--- config.mk ---
export PLATFORM = sky130hd
export DESIGN_NAME = zero_run_page_expander_top
export DESIGN_NICKNAME = d
export VERILOG_FILES = /design/src/hw/rtl/zrpe_pkg.sv /design/src/hw/rtl/zrpe_front.sv /design/src/hw/rtl/zrpe_queue.sv /design/src/hw/rtl/zrpe_back.sv /design/src/hw/rtl/zero_run_page_expander_top.sv
export SDC_FILE = /design/constraint.sdc
export NUM_CORES = 1
export LEC_CHECK = 0
export ABC_AREA = 0
export BUFFER_PORTS_ARGS = -buffer_cell sky130_fd_sc_hd__buf_4
export CAP_MARGIN = 10
export CORE_MARGIN = 8
export CORE_UTILIZATION = 30
export CTS_BUF_LIST = sky130_fd_sc_hd__clkbuf_4 sky130_fd_sc_hd__clkbuf_8
export DETAILED_ROUTE_END_ITERATION = 10
export PLACE_DENSITY = 0.56
export SYNTH_ARGS = -nofsm -noshare
export SYNTH_HDL_FRONTEND = slang
export SYNTH_HIERARCHICAL = 1
export SYNTH_SLANG_ARGS = --single-unit
export TNS_END_PERCENT = 50
--- constraint.sdc ---
create_clock -name clk -period 9.9 [get_ports clk]
set_clock_uncertainty 0.1 [all_clocks]
set_input_delay 0.495 -clock clk [delete_from_list [all_inputs] [get_ports clk]]
set_output_delay 0.495 -clock clk [all_outputs]
set_load 0.03 [all_outputs]
--- src/hw/rtl/zrpe_pkg.sv ---
`default_nettype none

package zrpe_pkg;

    // Fixed sizes of the expanded image.
    localparam int PAGE_SIZE  = 256;
    localparam int MAX_PAGES  = 512;
    localparam int WORD_BYTES = 8;

    localparam int PAGE_LG  = $clog2(PAGE_SIZE);
    localparam int LANE_W   = $clog2(WORD_BYTES);
    localparam int PAGES_W  = 10;
    localparam int TOTAL_W  = $clog2(MAX_PAGES * PAGE_SIZE) + 1;
    localparam int WORD_W   = 8 * WORD_BYTES;
    localparam int PART_W   = WORD_W - 8;
    localparam int ROOM_W   = LANE_W + 1;

    // Command queue between front and back.
    localparam int Q_DEPTH = 4;
    localparam int Q_AW    = $clog2(Q_DEPTH);

    // Result status codes.
    localparam logic [2:0] ST_DATA      = 3'd0;
    localparam logic [2:0] ST_COMPLETE  = 3'd1;
    localparam logic [2:0] ST_TOO_LARGE = 3'd2;
    localparam logic [2:0] ST_TOO_SMALL = 3'd3;
    localparam logic [2:0] ST_NO_COUNT  = 3'd4;

    // Input kinds.
    localparam logic KIND_DATA = 1'b0;
    localparam logic KIND_EOS  = 1'b1;

    // Command codes.
    localparam logic [1:0] OP_LIT = 2'd0;
    localparam logic [1:0] OP_RUN = 2'd1;
    localparam logic [1:0] OP_EOS = 2'd2;

    typedef struct packed {
        logic [1:0] op;
        logic [7:0] arg;   // literal byte, or number of extra zeros of a run
        logic       flag;  // end of stream: a count byte was still due
    } cmd_t;

endpackage

`default_nettype wire

--- src/hw/rtl/zrpe_front.sv ---
`default_nettype none

module zrpe_front (
    input  wire logic          clk,
    input  wire logic          rst_n,
    input  wire logic          accept,
    input  wire logic          kind,
    input  wire logic [7:0]    data_byte,
    output logic               push,
    output zrpe_pkg::cmd_t     cmd
);
    import zrpe_pkg::*;

    logic awaiting_reg;
    logic awaiting_next;

    // A zero byte makes the following data byte a count byte. A count of one
    // adds no zeros and needs no command.
    always_comb
    begin
        awaiting_next = awaiting_reg;
        push          = 1'b0;
        cmd.op        = OP_LIT;
        cmd.arg       = data_byte;
        cmd.flag      = 1'b0;
        if (accept)
        begin
            if (kind == KIND_EOS)
            begin
                push          = 1'b1;
                cmd.op        = OP_EOS;
                cmd.flag      = awaiting_reg;
                awaiting_next = 1'b0;
            end
            else if (awaiting_reg)
            begin
                cmd.op        = OP_RUN;
                cmd.arg       = data_byte - 8'd1;
                push          = (data_byte != 8'd1);
                awaiting_next = 1'b0;
            end
            else
            begin
                push          = 1'b1;
                awaiting_next = (data_byte == 8'd0);
            end
        end
    end

    always_ff @(posedge clk or negedge rst_n)
    begin
        if (!rst_n)
        begin
            awaiting_reg <= 1'b0;
        end
        else
        begin
            awaiting_reg <= awaiting_next;
        end
    end

endmodule

`default_nettype wire

--- src/hw/rtl/zrpe_queue.sv ---
`default_nettype none

module zrpe_queue (
    input  wire logic          clk,
    input  wire logic          rst_n,
    input  wire logic          push,
    input  wire zrpe_pkg::cmd_t push_cmd,
    input  wire logic          pop,
    output logic               full,
    output logic               head_valid,
    output zrpe_pkg::cmd_t     head
);
    import zrpe_pkg::*;

    cmd_t               q_reg [Q_DEPTH];
    logic [Q_AW-1:0]    wr_ptr_reg;
    logic [Q_AW-1:0]    rd_ptr_reg;
    logic [Q_AW:0]      count_reg;
    logic               do_push;
    logic               do_pop;

    assign full       = (count_reg == (Q_AW+1)'(Q_DEPTH));
    assign head_valid = (count_reg != '0);
    assign head       = q_reg[rd_ptr_reg];
    assign do_push    = push && !full;
    assign do_pop     = pop && head_valid;

    always_ff @(posedge clk)
    begin
        if (do_push)
        begin
            q_reg[wr_ptr_reg] <= push_cmd;
        end
    end

    always_ff @(posedge clk or negedge rst_n)
    begin
        if (!rst_n)
        begin
            wr_ptr_reg <= '0;
            rd_ptr_reg <= '0;
            count_reg  <= '0;
        end
        else
        begin
            if (do_push)
            begin
                wr_ptr_reg <= wr_ptr_reg + Q_AW'(1);
            end
            if (do_pop)
            begin
                rd_ptr_reg <= rd_ptr_reg + Q_AW'(1);
            end
            unique case ({do_push, do_pop})
                2'b10:   count_reg <= count_reg + (Q_AW+1)'(1);
                2'b01:   count_reg <= count_reg - (Q_AW+1)'(1);
                default: count_reg <= count_reg;
            endcase
        end
    end

endmodule

`default_nettype wire

--- src/hw/rtl/zrpe_back.sv ---
`default_nettype none

module zrpe_back (
    input  wire logic                      clk,
    input  wire logic                      rst_n,
    input  wire logic                      head_valid,
    input  wire zrpe_pkg::cmd_t            head,
    input  wire logic [zrpe_pkg::PAGES_W-1:0] expected_pages,
    input  wire logic                      out_ready,
    output logic                           pop,
    output logic                           out_valid,
    output logic [2:0]                     status,
    output logic [zrpe_pkg::WORD_W-1:0]    word,
    output logic                           page_end,
    output logic                           last_of_item
);
    import zrpe_pkg::*;

    // Expansion state.
    logic [PART_W-1:0]  partial_reg, partial_next;
    logic [LANE_W-1:0]  lane_reg, lane_next;
    logic [TOTAL_W-1:0] total_reg, total_next;
    logic               err_reg, err_next;
    logic [7:0]         rem_reg, rem_next;
    logic               run_act_reg, run_act_next;
    logic               phase_reg, phase_next;

    // Output holding register.
    logic               out_valid_reg;
    logic [2:0]         status_reg;
    logic [WORD_W-1:0]  word_reg;
    logic               page_end_reg;
    logic               last_reg;

    logic               res_valid;
    logic [2:0]         res_status;
    logic [WORD_W-1:0]  res_word;
    logic               res_pe;
    logic               res_last;
    logic               clear;
    logic               step;

    logic [PAGES_W-1:0] pages_sat;
    logic [TOTAL_W-1:0] exp_bytes;
    logic [TOTAL_W-1:0] cap;
    logic [WORD_W-1:0]  assembled;
    logic [TOTAL_W-1:0] total_inc;
    logic [7:0]         rem_cur;
    logic [ROOM_W-1:0]  room;
    logic [ROOM_W-1:0]  k_room;
    logic [ROOM_W-1:0]  k;
    logic [ROOM_W-1:0]  lane_sum;
    logic [TOTAL_W-1:0] total_run;
    logic [7:0]         new_rem;
    logic               more;

    assign pages_sat = (expected_pages > PAGES_W'(MAX_PAGES)) ? PAGES_W'(MAX_PAGES)
                                                               : expected_pages;
    assign exp_bytes = TOTAL_W'({pages_sat, {PAGE_LG{1'b0}}});
    assign cap       = (total_reg >= exp_bytes) ? '0 : (exp_bytes - total_reg);

    // Literal path: one byte into the current lane.
    assign assembled = {8'h00, partial_reg}
                     | (WORD_W'(head.arg) << {lane_reg, 3'b000});
    assign total_inc = total_reg + TOTAL_W'(1);

    // Run path: as many zeros as the lane room, the run and the capacity allow.
    assign rem_cur   = run_act_reg ? rem_reg : head.arg;
    assign room      = ROOM_W'(WORD_BYTES) - {1'b0, lane_reg};
    assign k_room    = ({{(8-ROOM_W){1'b0}}, room} > rem_cur) ? rem_cur[ROOM_W-1:0] : room;
    assign k         = (cap < TOTAL_W'(k_room)) ? cap[ROOM_W-1:0] : k_room;
    assign lane_sum  = {1'b0, lane_reg} + k;
    assign total_run = total_reg + TOTAL_W'(k);
    assign new_rem   = rem_cur - 8'(k);
    assign more      = (new_rem >= 8'(WORD_BYTES)) || (TOTAL_W'(new_rem) > (cap - TOTAL_W'(k)));

    assign step = head_valid && (!out_valid_reg || out_ready);

    always_comb
    begin
        partial_next = partial_reg;
        lane_next    = lane_reg;
        total_next   = total_reg;
        err_next     = err_reg;
        rem_next     = rem_reg;
        run_act_next = run_act_reg;
        phase_next   = phase_reg;
        pop          = 1'b0;
        clear        = 1'b0;
        res_valid    = 1'b0;
        res_status   = ST_DATA;
        res_word     = '0;
        res_pe       = 1'b0;
        res_last     = 1'b0;
        if (step)
        begin
            unique case (head.op)
                OP_LIT:
                begin
                    pop = 1'b1;
                    if (!err_reg)
                    begin
                        if (cap == '0)
                        begin
                            res_valid    = 1'b1;
                            res_status   = ST_TOO_LARGE;
                            res_last     = 1'b1;
                            err_next     = 1'b1;
                            partial_next = '0;
                            lane_next    = '0;
                        end
                        else
                        begin
                            total_next = total_inc;
                            if (lane_reg == LANE_W'(WORD_BYTES - 1))
                            begin
                                res_valid    = 1'b1;
                                res_word     = assembled;
                                res_pe       = (total_inc[PAGE_LG-1:0] == '0);
                                res_last     = 1'b1;
                                partial_next = '0;
                                lane_next    = '0;
                            end
                            else
                            begin
                                partial_next = assembled[PART_W-1:0];
                                lane_next    = lane_reg + LANE_W'(1);
                            end
                        end
                    end
                end
                OP_RUN:
                begin
                    if (err_reg)
                    begin
                        pop          = 1'b1;
                        run_act_next = 1'b0;
                    end
                    else if (cap == '0)
                    begin
                        res_valid    = 1'b1;
                        res_status   = ST_TOO_LARGE;
                        res_last     = 1'b1;
                        err_next     = 1'b1;
                        partial_next = '0;
                        lane_next    = '0;
                        pop          = 1'b1;
                        run_act_next = 1'b0;
                    end
                    else
                    begin
                        lane_next  = lane_sum[LANE_W-1:0];
                        total_next = total_run;
                        if (lane_sum[LANE_W])
                        begin
                            res_valid    = 1'b1;
                            res_word     = {8'h00, partial_reg};
                            res_pe       = (total_run[PAGE_LG-1:0] == '0);
                            res_last     = !more;
                            partial_next = '0;
                        end
                        if (new_rem == 8'd0)
                        begin
                            pop          = 1'b1;
                            run_act_next = 1'b0;
                        end
                        else
                        begin
                            rem_next     = new_rem;
                            run_act_next = 1'b1;
                        end
                    end
                end
                OP_EOS:
                begin
                    if (err_reg)
                    begin
                        pop   = 1'b1;
                        clear = 1'b1;
                    end
                    else if (head.flag)
                    begin
                        res_valid  = 1'b1;
                        res_status = ST_NO_COUNT;
                        res_last   = 1'b1;
                        pop        = 1'b1;
                        clear      = 1'b1;
                    end
                    else if (total_reg != exp_bytes)
                    begin
                        res_valid  = 1'b1;
                        res_status = ST_TOO_SMALL;
                        res_last   = 1'b1;
                        pop        = 1'b1;
                        clear      = 1'b1;
                    end
                    else if ((lane_reg != '0) && !phase_reg)
                    begin
                        res_valid  = 1'b1;
                        res_word   = {8'h00, partial_reg};
                        res_pe     = (total_reg[PAGE_LG-1:0] == '0);
                        phase_next = 1'b1;
                    end
                    else
                    begin
                        res_valid  = 1'b1;
                        res_status = ST_COMPLETE;
                        res_last   = 1'b1;
                        pop        = 1'b1;
                        clear      = 1'b1;
                    end
                end
                default:
                begin
                    pop = 1'b1;
                end
            endcase
        end
        if (clear)
        begin
            partial_next = '0;
            lane_next    = '0;
            total_next   = '0;
            err_next     = 1'b0;
            rem_next     = '0;
            run_act_next = 1'b0;
            phase_next   = 1'b0;
        end
    end

    always_ff @(posedge clk or negedge rst_n)
    begin
        if (!rst_n)
        begin
            partial_reg   <= '0;
            lane_reg      <= '0;
            total_reg     <= '0;
            err_reg       <= 1'b0;
            rem_reg       <= '0;
            run_act_reg   <= 1'b0;
            phase_reg     <= 1'b0;
            out_valid_reg <= 1'b0;
        end
        else
        begin
            partial_reg <= partial_next;
            lane_reg    <= lane_next;
            total_reg   <= total_next;
            err_reg     <= err_next;
            rem_reg     <= rem_next;
            run_act_reg <= run_act_next;
            phase_reg   <= phase_next;
            if (res_valid)
            begin
                out_valid_reg <= 1'b1;
            end
            else if (out_ready)
            begin
                out_valid_reg <= 1'b0;
            end
        end
    end

    always_ff @(posedge clk)
    begin
        if (res_valid)
        begin
            status_reg   <= res_status;
            word_reg     <= res_word;
            page_end_reg <= res_pe;
            last_reg     <= res_last;
        end
    end

    assign out_valid    = out_valid_reg;
    assign status       = status_reg;
    assign word         = word_reg;
    assign page_end     = page_end_reg;
    assign last_of_item = last_reg;

endmodule

`default_nettype wire

--- src/hw/rtl/zero_run_page_expander_top.sv ---
`default_nettype none

// Zero-run page expander. Each input word carries one compressed byte or an
// end-of-stream mark; nonzero bytes are copied, and a zero byte is followed by
// a count byte that adds (count - 1) mod 256 more zeros. Expanded bytes come
// out packed eight to a 64-bit word, first byte in bits 7 to 0, with page_end
// set on the word that completes a 256-byte page. The image must hold exactly
// expected_pages pages (values above 512 act as 512); otherwise a status word
// reports too large, too small or a missing count byte, and after an error
// nothing more comes out until the end-of-stream word, which restarts the
// expander. The front end classifies each input word in the cycle it is
// accepted and places a command in a four-entry queue, so literal bytes and
// count bytes are taken one per cycle as long as the queue has room. The
// back end executes one step per cycle whenever its output register is empty
// or being emptied: a literal is one step, a run of extra zeros is expanded
// one step for each stretch up to the next word boundary, a run that overflows
// ends in a step that gives the status word, and end of stream gives its
// status word after any partial word is flushed. While a run is being expanded
// the queue can fill, and input then stalls. Each result sits in an output
// register, and the back end stalls while a finished word waits there to be
// taken. expected_pages is written through cfg_wr_en and cfg_wr_data and
// should only be changed while the block is idle.
module zero_run_page_expander_top (
    input  wire logic                           clk,
    input  wire logic                           rst_n,
    input  wire logic                           cfg_wr_en,
    input  wire logic [zrpe_pkg::PAGES_W-1:0]   cfg_wr_data,
    input  wire logic                           in_valid,
    output logic                                in_ready,
    input  wire logic                           kind,
    input  wire logic [7:0]                     data_byte,
    output logic                                out_valid,
    input  wire logic                           out_ready,
    output logic [2:0]                          status,
    output logic [zrpe_pkg::WORD_W-1:0]         word,
    output logic                                page_end,
    output logic                                last_of_item
);
    import zrpe_pkg::*;

    // Configured page count; reset gives the largest image.
    logic [PAGES_W-1:0] expected_pages_reg;

    logic accept;
    logic push;
    cmd_t push_cmd;
    logic q_full;
    logic head_valid;
    cmd_t head;
    logic pop;

    always_ff @(posedge clk or negedge rst_n)
    begin
        if (!rst_n)
        begin
            expected_pages_reg <= PAGES_W'(MAX_PAGES);
        end
        else if (cfg_wr_en)
        begin
            expected_pages_reg <= cfg_wr_data;
        end
    end

    // The front end can always take a word when the queue has a free slot.
    assign in_ready = !q_full;
    assign accept   = in_valid && in_ready;

    zrpe_front u_front (
        .clk       (clk),
        .rst_n     (rst_n),
        .accept    (accept),
        .kind      (kind),
        .data_byte (data_byte),
        .push      (push),
        .cmd       (push_cmd)
    );

    zrpe_queue u_queue (
        .clk        (clk),
        .rst_n      (rst_n),
        .push       (push),
        .push_cmd   (push_cmd),
        .pop        (pop),
        .full       (q_full),
        .head_valid (head_valid),
        .head       (head)
    );

    // The back end keeps the packing state and the output register.
    zrpe_back u_back (
        .clk            (clk),
        .rst_n          (rst_n),
        .head_valid     (head_valid),
        .head           (head),
        .expected_pages (expected_pages_reg),
        .out_ready      (out_ready),
        .pop            (pop),
        .out_valid      (out_valid),
        .status         (status),
        .word           (word),
        .page_end       (page_end),
        .last_of_item   (last_of_item)
    );

endmodule

`default_nettype wire
# Word-level counts from Yosys, hierarchy flattened
# Memories as Yosys holds them, arrays and structs flattened.
# Cells that the tools add are included.
[op_classes] n_addsub=13 magnitude_cmp=6 eq_ne=18 shift=1 muxes=122 n_bitwise=1 n_reduce_logical=36
[op_table] cell="$mux 56" n=10
[op_table] cell="$mux 64" n=8
[op_table] cell="$pmux 64 s3" n=1
[op_table] cell="$mux 18" n=7
[op_table] cell="$pmux 56 s2" n=1
[op_table] cell="$mux 8" n=8
[op_table] cell="$or 56x64->64" n=1
[op_table] cell="$shl 8x6->64" n=1
[op_table] cell="$mux 1" n=61
[op_table] cell="$logic_not 8->1" n=5
[op_table] cell="$pmux 18 s2" n=1
[op_table] cell="$mux 3" n=11
[op_table] cell="$add 18x1->18 const B" n=1
[op_table] cell="$add 18x4->18" n=1
[op_table] cell="$ge 18x18->1" n=1
[op_table] cell="$gt 8x18->1" n=1
[op_table] cell="$logic_not 18->1" n=1
[op_table] cell="$lt 18x4->1" n=1
[op_table] cell="$ne 18x18->1" n=1
[op_table] cell="$pmux 3 s2" n=3
[op_table] cell="$sub 18x18->18" n=1
[op_table] cell="$sub 18x4->18" n=1
[op_table] cell="$reduce_bool 2->1" n=7
[op_table] cell="$reduce_and 6->1" n=2
[op_table] cell="other kinds (35)" n=61
[totals] reg_bits=176 ram_bits=44 input_bits=24 out_inout_bits=71 elab_cells=215 memories=1
[memory_table] memory="u_queue.q_reg" depth=4 width=11 rd=1 rd_ports_with_merged_regs=0 write_ports=1 line="zrpe_queue.sv:15" text="cmd_t q_reg [Q_DEPTH];"

# Depth between registers and ports, before layout
# Gate-level depths: netlist (run 1).
[logic_depth] depth_word=16 mapped_depth=39

# Modules after synthesis
# Netlist (run 1), hierarchy kept.
[modules_own_cells] mod="zrpe_back" instances=1 cells_per_inst=943 area_each_um2=9470.3 seq_area_each_um2=4299.1
[modules_own_cells] mod="zrpe_queue" instances=1 cells_per_inst=94 area_each_um2=2038.2 seq_area_each_um2=1496.4
[modules_own_cells] mod="zero_run_page_expander_top" instances=1 cells_per_inst=23 area_each_um2=422.9 seq_area_each_um2=251.5
[modules_own_cells] mod="zrpe_front" instances=1 cells_per_inst=35 area_each_um2=291.5 seq_area_each_um2=25.0

# Worst setup path before layout (run 1)
# Ideal clock, no wire load.
[synth_path] path_type="register to register" from="register expected_pages_reg[9]" to="register u_back.last_reg (netlist: u_back/last_of_item), enable pin" setup_time_ns=0.496 arrival_time_ns=8.630 required_ns=9.304 slack_ns=0.674 stages_incl_launch_ff=30 path_cell_list="dfstp_2 > inv_1 > a31oi_1 > nor2b_1 > ha_1 > clkbuf_1 > nand4_1 > o221ai_1 > a221oi_1 > nor2_1 > clkbuf_1 > nand2_1 > inv_1 > ha_1 > and2_1 > a31oi_1 > o21ai_0 > a32o_1 > or2_1 > buf_6 > mux2i_1 > ha_1 > a21o_1 > a21oi_1 > xor2_1 > o211ai_1 > o311ai_1 > nor2_1 > nor3_1 > nor2_1"
[synth_between] elab_chain_cells=12
[synth_lines] item="from (decl)" line="zero_run_page_expander_top.sv:42" text="logic [PAGES_W-1:0] expected_pages_reg;"
[synth_lines] item="from (signal assigned)" line="zero_run_page_expander_top.sv:56" text="expected_pages_reg <= PAGES_W'(MAX_PAGES);"
[synth_lines] item="from (signal assigned)" line="zero_run_page_expander_top.sv:60" text="expected_pages_reg <= cfg_wr_data;"
[synth_lines] item="$gt 10x10->1" line="zrpe_back.sv:57" text="assign pages_sat = (expected_pages > PAGES_W'(MAX_PAGES)) ? PAGES_W'(MAX_PAGES)"
[synth_lines] item="$mux 10 *" line="zrpe_back.sv:57"
[synth_lines] item="$sub 18x18->18 or $ge 18x18->1 (tied branches)" line="zrpe_back.sv:60" text="assign cap = (total_reg >= exp_bytes) ? '0 : (exp_bytes - total_reg);"
[synth_lines] item="$mux 18 *" line="zrpe_back.sv:60"
[synth_lines] item="$lt 18x4->1" line="zrpe_back.sv:71" text="assign k = (cap < TOTAL_W'(k_room)) ? cap[ROOM_W-1:0] : k_room;"
[synth_lines] item="$mux 4" line="zrpe_back.sv:71"
[synth_lines] item="$add 3x4->4" line="zrpe_back.sv:72" text="assign lane_sum = {1'b0, lane_reg} + k;"
[synth_lines] item="$mux 1" line="zrpe_back.sv:154" text="if (lane_sum[LANE_W])"
[synth_lines] item="$mux 1" line="zrpe_back.sv:139" text="else if (cap == '0)"
[synth_lines] item="$mux 1" line="zrpe_back.sv:134" text="if (err_reg)"
[synth_lines] item="$pmux 1 s3 *" line="zrpe_back.sv:97" text="unique case (head.op)"
[synth_lines] item="$mux 1 *" line="zrpe_back.sv:95" text="if (step)"
[synth_lines] item="via u_back.res_valid" line="zrpe_back.sv:35" text="logic res_valid;"
[synth_lines] item="to (signal assigned)" line="zrpe_back.sv:271" text="last_reg <= res_last;"
[synth_lines] item="to (decl)" line="zrpe_back.sv:33" text="logic last_reg;"
# The timed path passes the listed nets; every way through them passes the cells marked *.
# A chain may end at the register's enable or synchronous reset.

==> results of run 1 <==
==> synthesized netlist by cell type (all sizes together) (5+ instances only) <==
library cell / count
clkbuf: 32
a21oi: 30
a2111oi: 8
buf: 34
nor2: 128
edfxtp: 113
a22oi: 5
o31ai: 6
o21a: 7
dfrtp: 106
nor3: 26
mux4: 11
inv: 48
nor4: 14
fa: 5
mux2: 18
mux2i: 20
and3: 6
nand2: 41
or2: 6
a21o: 7
nand3: 16
a31oi: 63
xnor2: 31
o21ai: 35
nor3b: 5
a211oi: 5
nor2b: 19
a22o: 57
ha: 57
nand2b: 11
nand4: 9
and2: 22
xor2: 19
or3: 10
nor4b: 5
==> through the flow <==
stage / cell area (um^2) / utilization (%) / hold WS (ps) / worst slack [ps] / std cells
after floorplan: 12200 / - / 99.4 / 674 / 1095
after CTS: 14100 / 34.8 / 23.7 / 850 / 1734
after global placement: 13400 / 32.9 / 375 / 1190 / 1665
after detailed placement: 13400 / 32.9 / 384 / 926 / 1665
final: 14100 / 34.8 / 59.9 / 843 / 1734
after global routing: 14100 / 34.8 / 47.7 / 102 / 1734
==> timing repair <==
action	in CTS	in global routing
hold endpoints to repair	34	0
hold buffers	1	0
setup endpoints to repair	0	0
==> per-layer routing <==
layer	vias up	share of wire (%)	routed length, um	track usage, %
li1	4232	-	-	-
met1	4442	47	14600	17.8
met2	200	46	14400	20.4
met3	45	4.8	1500	2.21
met4	2	2.0	620	3.81
met5	-	0.048	15	0
==> path summary, 6_finish.rpt <==
kind                                                    start                                  to  depth (start not counted)
max                         u_queue/rd_ptr_reg[0]$_DFFE_PN0P_    u_queue/count_reg[2]$_DFFE_PN0P_                         33
min                                            cfg_wr_data[9]   expected_pages_reg[9]$_DFFE_PN1P_                          2
max reg2reg                 u_queue/rd_ptr_reg[0]$_DFFE_PN0P_    u_queue/count_reg[2]$_DFFE_PN0P_                         33
min reg2reg                u_back/partial_reg[45]$_DFFE_PN0P_  u_back/partial_reg[45]$_DFFE_PN0P_                          2
max in group asynchronous                               rst_n  u_back/partial_reg[33]$_DFFE_PN0P_                          3
min in group asynchronous                               rst_n   expected_pages_reg[7]$_DFFE_PN0P_                          2
==> cell families (layout without fill, tap and decap cells) <==
family / after synthesis / count (layout) / synth area share [%]
multiplexers: 49 / 49 / 5.72
AND/OR/NAND/NOR: 332 / 332 / 14.4
adder cells (fa/ha/maj): 62 / 62 / 6.65
XOR/XNOR: 50 / 50 / 3.58
buffers and inverters: 118 / 225 / 4.43
AO/OA/AOI/OAI: 264 / 264 / 15.5
flip-flops: 220 / 220 / 49.7
==> layout make-up <==
cell class                 count  area share, %
multi-input combinational    757           39.9
clock buffer                  52           4.58
timing repair buffer         105           5.60
sequential                   220           43.0
inverter                      52           1.38
clock inverter                16          0.797
tap                          532           4.71
==> placed cells by master, fill, tap and decap left out, drive strengths merged, types with 4 or more instances in the layout <==
master / instances
o21ai: 35
nand2b: 11
edfxtp: 113
nor4: 14
clkbuf: 52
nor4b: 5
mux2i: 20
a2111oi: 8
nor3: 26
buf: 104
a31oi: 63
mux2: 18
o21a: 7
fa: 5
a22oi: 5
xor2: 19
o22ai: 4
nor2b: 19
mux4: 11
nand3: 16
nand2: 41
nor3b: 5
or2: 6
dfrtp: 106
a21o: 7
a22o: 57
xnor2: 31
or3: 10
nor2: 128
a21oi: 30
clkinv: 15
ha: 57
a211oi: 5
nand4: 9
and3: 6
inv: 49
and2: 22
o31ai: 6
==> qor.csv, run 1 <==
metric,value,unit
achievable frequency,110,MHz
max FFs per register,64,
RSZ-0062 raised after global routing,false,
WL final,31100,um
crit share post-route,91.5,%
CTS tree,built,
RePlAce Congestion,0.867,
DR iter-0 viols,684,
Multi-input gate area,5640,um^2
Die ar.,47500,um^2
Slew headroom,15.3,%
drt first pass iters,5,
Post CTS Setup Buffer Count,0,
"Seq/Total Area, Yosys",49.7,%
Max Root-Sink Buffers,3,
Inserted Diodes,0,
fillcell total,4083,
Critical Path End Type,flip-flop,
Boundary Pins,95,
Sequential cell area,6070,um^2
"Slew Viols, Final",0,
Routed Antenna Nets,0,
vias in the first global route,9003,
Async SR Flop Fraction,48.6,%
Synth area leader,edfxtp_1,
CTS H-tree lvls,2,
final setup fails,0,
Fin. Hold Viols,0,
number of CTS-inserted buffers,37,
layout cells sized above 1,19.1,%
clock sink total,220,
count of cell types in the netlist,94,
top-area cell type share of the netlist area,27.8,%
Synth-to-Final Area Change,15.6,%
"flops & latches, synth",220,
HP Class,in2reg,
Die Width,218,um
clock slew at reported path FFs,70,ps
Setup CP Type,reg2reg,
DR vias,8921,
initial antenna violation count,1,
Clock Latency Late Sink,560,ps
crit path DAT,9420,ps
Mapped Cells,1095,
largest net degree at the start of global routing,73,
cell area after synthesis,12200,um^2
initial core utilization,30.1,%
WL/cell,17.9,um
"delay-heaviest family, CP",compound AO/OA/AOI/OAI gates,
vias per inst,5.14,
first-pass GRT wire length,50000,um
Bufs and invs on worst path,2,
total core area,40600,um^2
top post-synthesis cells by area,"edfxtp_1 (28%), dfrtp_1 (22%), ha_1 (5.8%)",
DRC viols,0,
Critical Path Max Stage Delay,930,ps
Syn Nets,1181,
top_reg_cell synth,edfxtp_1,
TNS Setup,0,ps
CTS resizes,0,
total gr overflow,0,
Die Ht,218,um
Clk Tree Root Cell,clkbuf_8,
Ys Warns,6,
critical path required time,10270,ps
max-cap violation count,0,
gr usage total,12.9,%
port bufs,94,
Core Rows,74,
Layout Nets,1259,
Worst-Margin Slew,1260,ps
worst reg2reg setup slack,840,ps
slowest CP cell,mux4_1,
status,"complete, no violations",
Avg Inst Size Synth,11.2,um^2
"EDFF count, synth",113,
startpoint type of the worst setup path,flip-flop,
DP Wirelength,21600,um
clock period minus worst slack,9060,ps
worst-path fanout max,16,
Power of run 1 is not shown: default switching activity piles up to over one toggle a cycle in this logic, so the estimate is an artifact.
==> run 2: changes to the inputs <==
- BUFFER_PORTS_ARGS: -buffer_cell sky130_fd_sc_hd__buf_4 -> -buffer_cell sky130_fd_sc_hd__buf_2
==> qor.csv, run 2 (synthesis results as in run 1) <==
metric,value,unit
status,"complete, no violations",
initial core utilization,30.1,%
Boundary Pins,95,
Max Root-Sink Buffers,3,
Routed Antenna Nets,0,
RePlAce Congestion,0.871,
total core area,40600,um^2
vias per inst,5.22,
Multi-input gate area,5640,um^2
Critical Path End Type,flip-flop,
WL/cell,18.0,um
Clock Latency Late Sink,550,ps
WL met2,14400,um
achievable frequency,109,MHz
gr usage total,12.9,%
CTS H-tree lvls,2,
port bufs,94,
DRC viols,0,
crit share post-route,92.3,%
vias in the first global route,8985,
Die ar.,47500,um^2
Synth-to-Final Area Change,14.1,%
Sequential cell area,6070,um^2
clock sink total,220,
routed metal-1 wirelength,14400,um
fillcell total,4079,
Clk Tree Root Cell,clkbuf_8,
critical path required time,10270,ps
critical path's most frequent cell,ha_1,
HP Class,in2reg,
capturing point of the worst reg2reg path,u_queue/count_reg[2]$_DFFE_PN0P_,
Layout Nets,1262,
"Slew Viols, Final",0,
routed wl met3,1650,um
number of CTS-inserted buffers,40,
total gr overflow,0,
crit path DAT,9510,ps
initial antenna violation count,0,
max-cap violation count,0,
top layer used by detailed routing,met4,
"commonest non-fill, non-tap cell in the layout",nor2_1,
clock slew at reported path FFs,60,ps
CP Launch Point,u_queue/rd_ptr_reg[0]$_DFFE_PN0P_,
worst reg2reg path depth,34,
DR vias,9087,
Fin. Hold Viols,0,
startpoint type of the worst setup path,flip-flop,
slowest CP cell,mux4_1,
Slew headroom,23.4,%
largest net degree at the start of global routing,70,
"commonest non-fill, non-tap cells in the layout","nor2_1 (126), edfxtp_1 (113), dfrtp_1 (106)",
RSZ-0062 raised after global routing,false,
Worst-Margin Slew,1140,ps
clock period minus worst slack,9140,ps
worst reg2reg setup slack,760,ps
Die Ht,218,um
Setup CP Type,reg2reg,
Core Rows,74,
final setup fails,0,
CTS tree,built,
drt first pass iters,6,
Critical Path Max Stage Delay,920,ps
TNS Setup,0,ps
max FFs per register,64,
worst-path fanout max,16,
WL final,31300,um
Die Width,218,um
R2R Path Start,u_queue/rd_ptr_reg[0]$_DFFE_PN0P_,
first-pass GRT wire length,50300,um
layout cells sized above 1,19.5,%
crit path capture,u_queue/count_reg[2]$_DFFE_PN0P_,
DP Wirelength,21900,um
Inserted Diodes,0,
Post CTS Setup Buffer Count,0,
DR iter-0 viols,642,
==> run 2: changes by cell type in the layout (fill, tap and decap cells not counted) <==
cell	change
buf_2	+93
buf_4	-93
clkbuf_4	-1
clkbuf_8	+2
clkinv_2	+4
clkinv_4	+2
clkinvlp_4	-2
inv_6	+1
o21ai_0	-1
o21ai_1	+1
==> run 2: worst min path at each step <==
stage	slack, ps	startpoint	to	depth (start not counted)
floorplan	100	rst_n	expected_pages_reg[0]$_DFFE_PN0P_	0
global placement	380	u_back/partial_reg[9]$_DFFE_PN0P_	u_back/partial_reg[9]$_DFFE_PN0P_	2
detailed placement	380	u_back/partial_reg[55]$_DFFE_PN0P_	u_back/partial_reg[55]$_DFFE_PN0P_	2
CTS	30	cfg_wr_data[5]	expected_pages_reg[5]$_DFFE_PN0P_	2
global route	40	cfg_wr_data[5]	expected_pages_reg[5]$_DFFE_PN0P_	2
finish	70	cfg_wr_data[5]	expected_pages_reg[5]$_DFFE_PN0P_	2
==> run 2: cell type report <==
cell class | instances | share of cell area (%)
Tap cell | 532 | 4.77
Inverter | 52 | 1.40
Clock inverter | 21 | 1.03
Clock buffer | 53 | 4.78
Sequential cell | 220 | 43.5
Timing Repair Buffer | 105 | 4.00
Multi-Input combinational cell | 757 | 40.5
==> run 2: per-layer routing <==
| layer | global-route usage, % | vias up |
|---|---|---|
| met2 | 20.5 | 270 |
| li1 | - | 4246 |
| met1 | 17.6 | 4510 |
| met3 | 2.54 | 61 |
| met5 | 0 | - |
| met4 | 4.30 | 0 |
==> run 2: metrics by stage <==
stage	area (um^2)	cells	worst slack (ps)	utilization, %	hold WS, ps
finish	13900	1740	765	34.4	67.0
global route	13900	1740	14.0	34.4	44.6
CTS	13900	1740	776	34.4	30.8
detailed placement	13100	1665	849	32.4	384
global placement	13100	1665	1160	32.4	376
floorplan	12200	1095	674	-	99.4
==> run 2: critical path, delay by kind of cell (launching register included) <==
kind / cells / cell delay, ps
xor gates and xnor gates: 3 / 520
AOI/OAI and AO/OA: 9 / 1920
adders and majority gates: 5 / 1420
DFF: 1 / 580
buffers and inverters: 3 / 320
and+or+nand+nor: 10 / 2270
muxes: 4 / 1900
==> run 2: repair_timing <==
item | in CTS | in global routing
endpoints found under the hold margin | 38 | 0
hold buffers | 1 | 0
resized for setup | 0 | 1
setup endpoints to repair | 0 | 1
Power of run 2 is left out for the same reason.
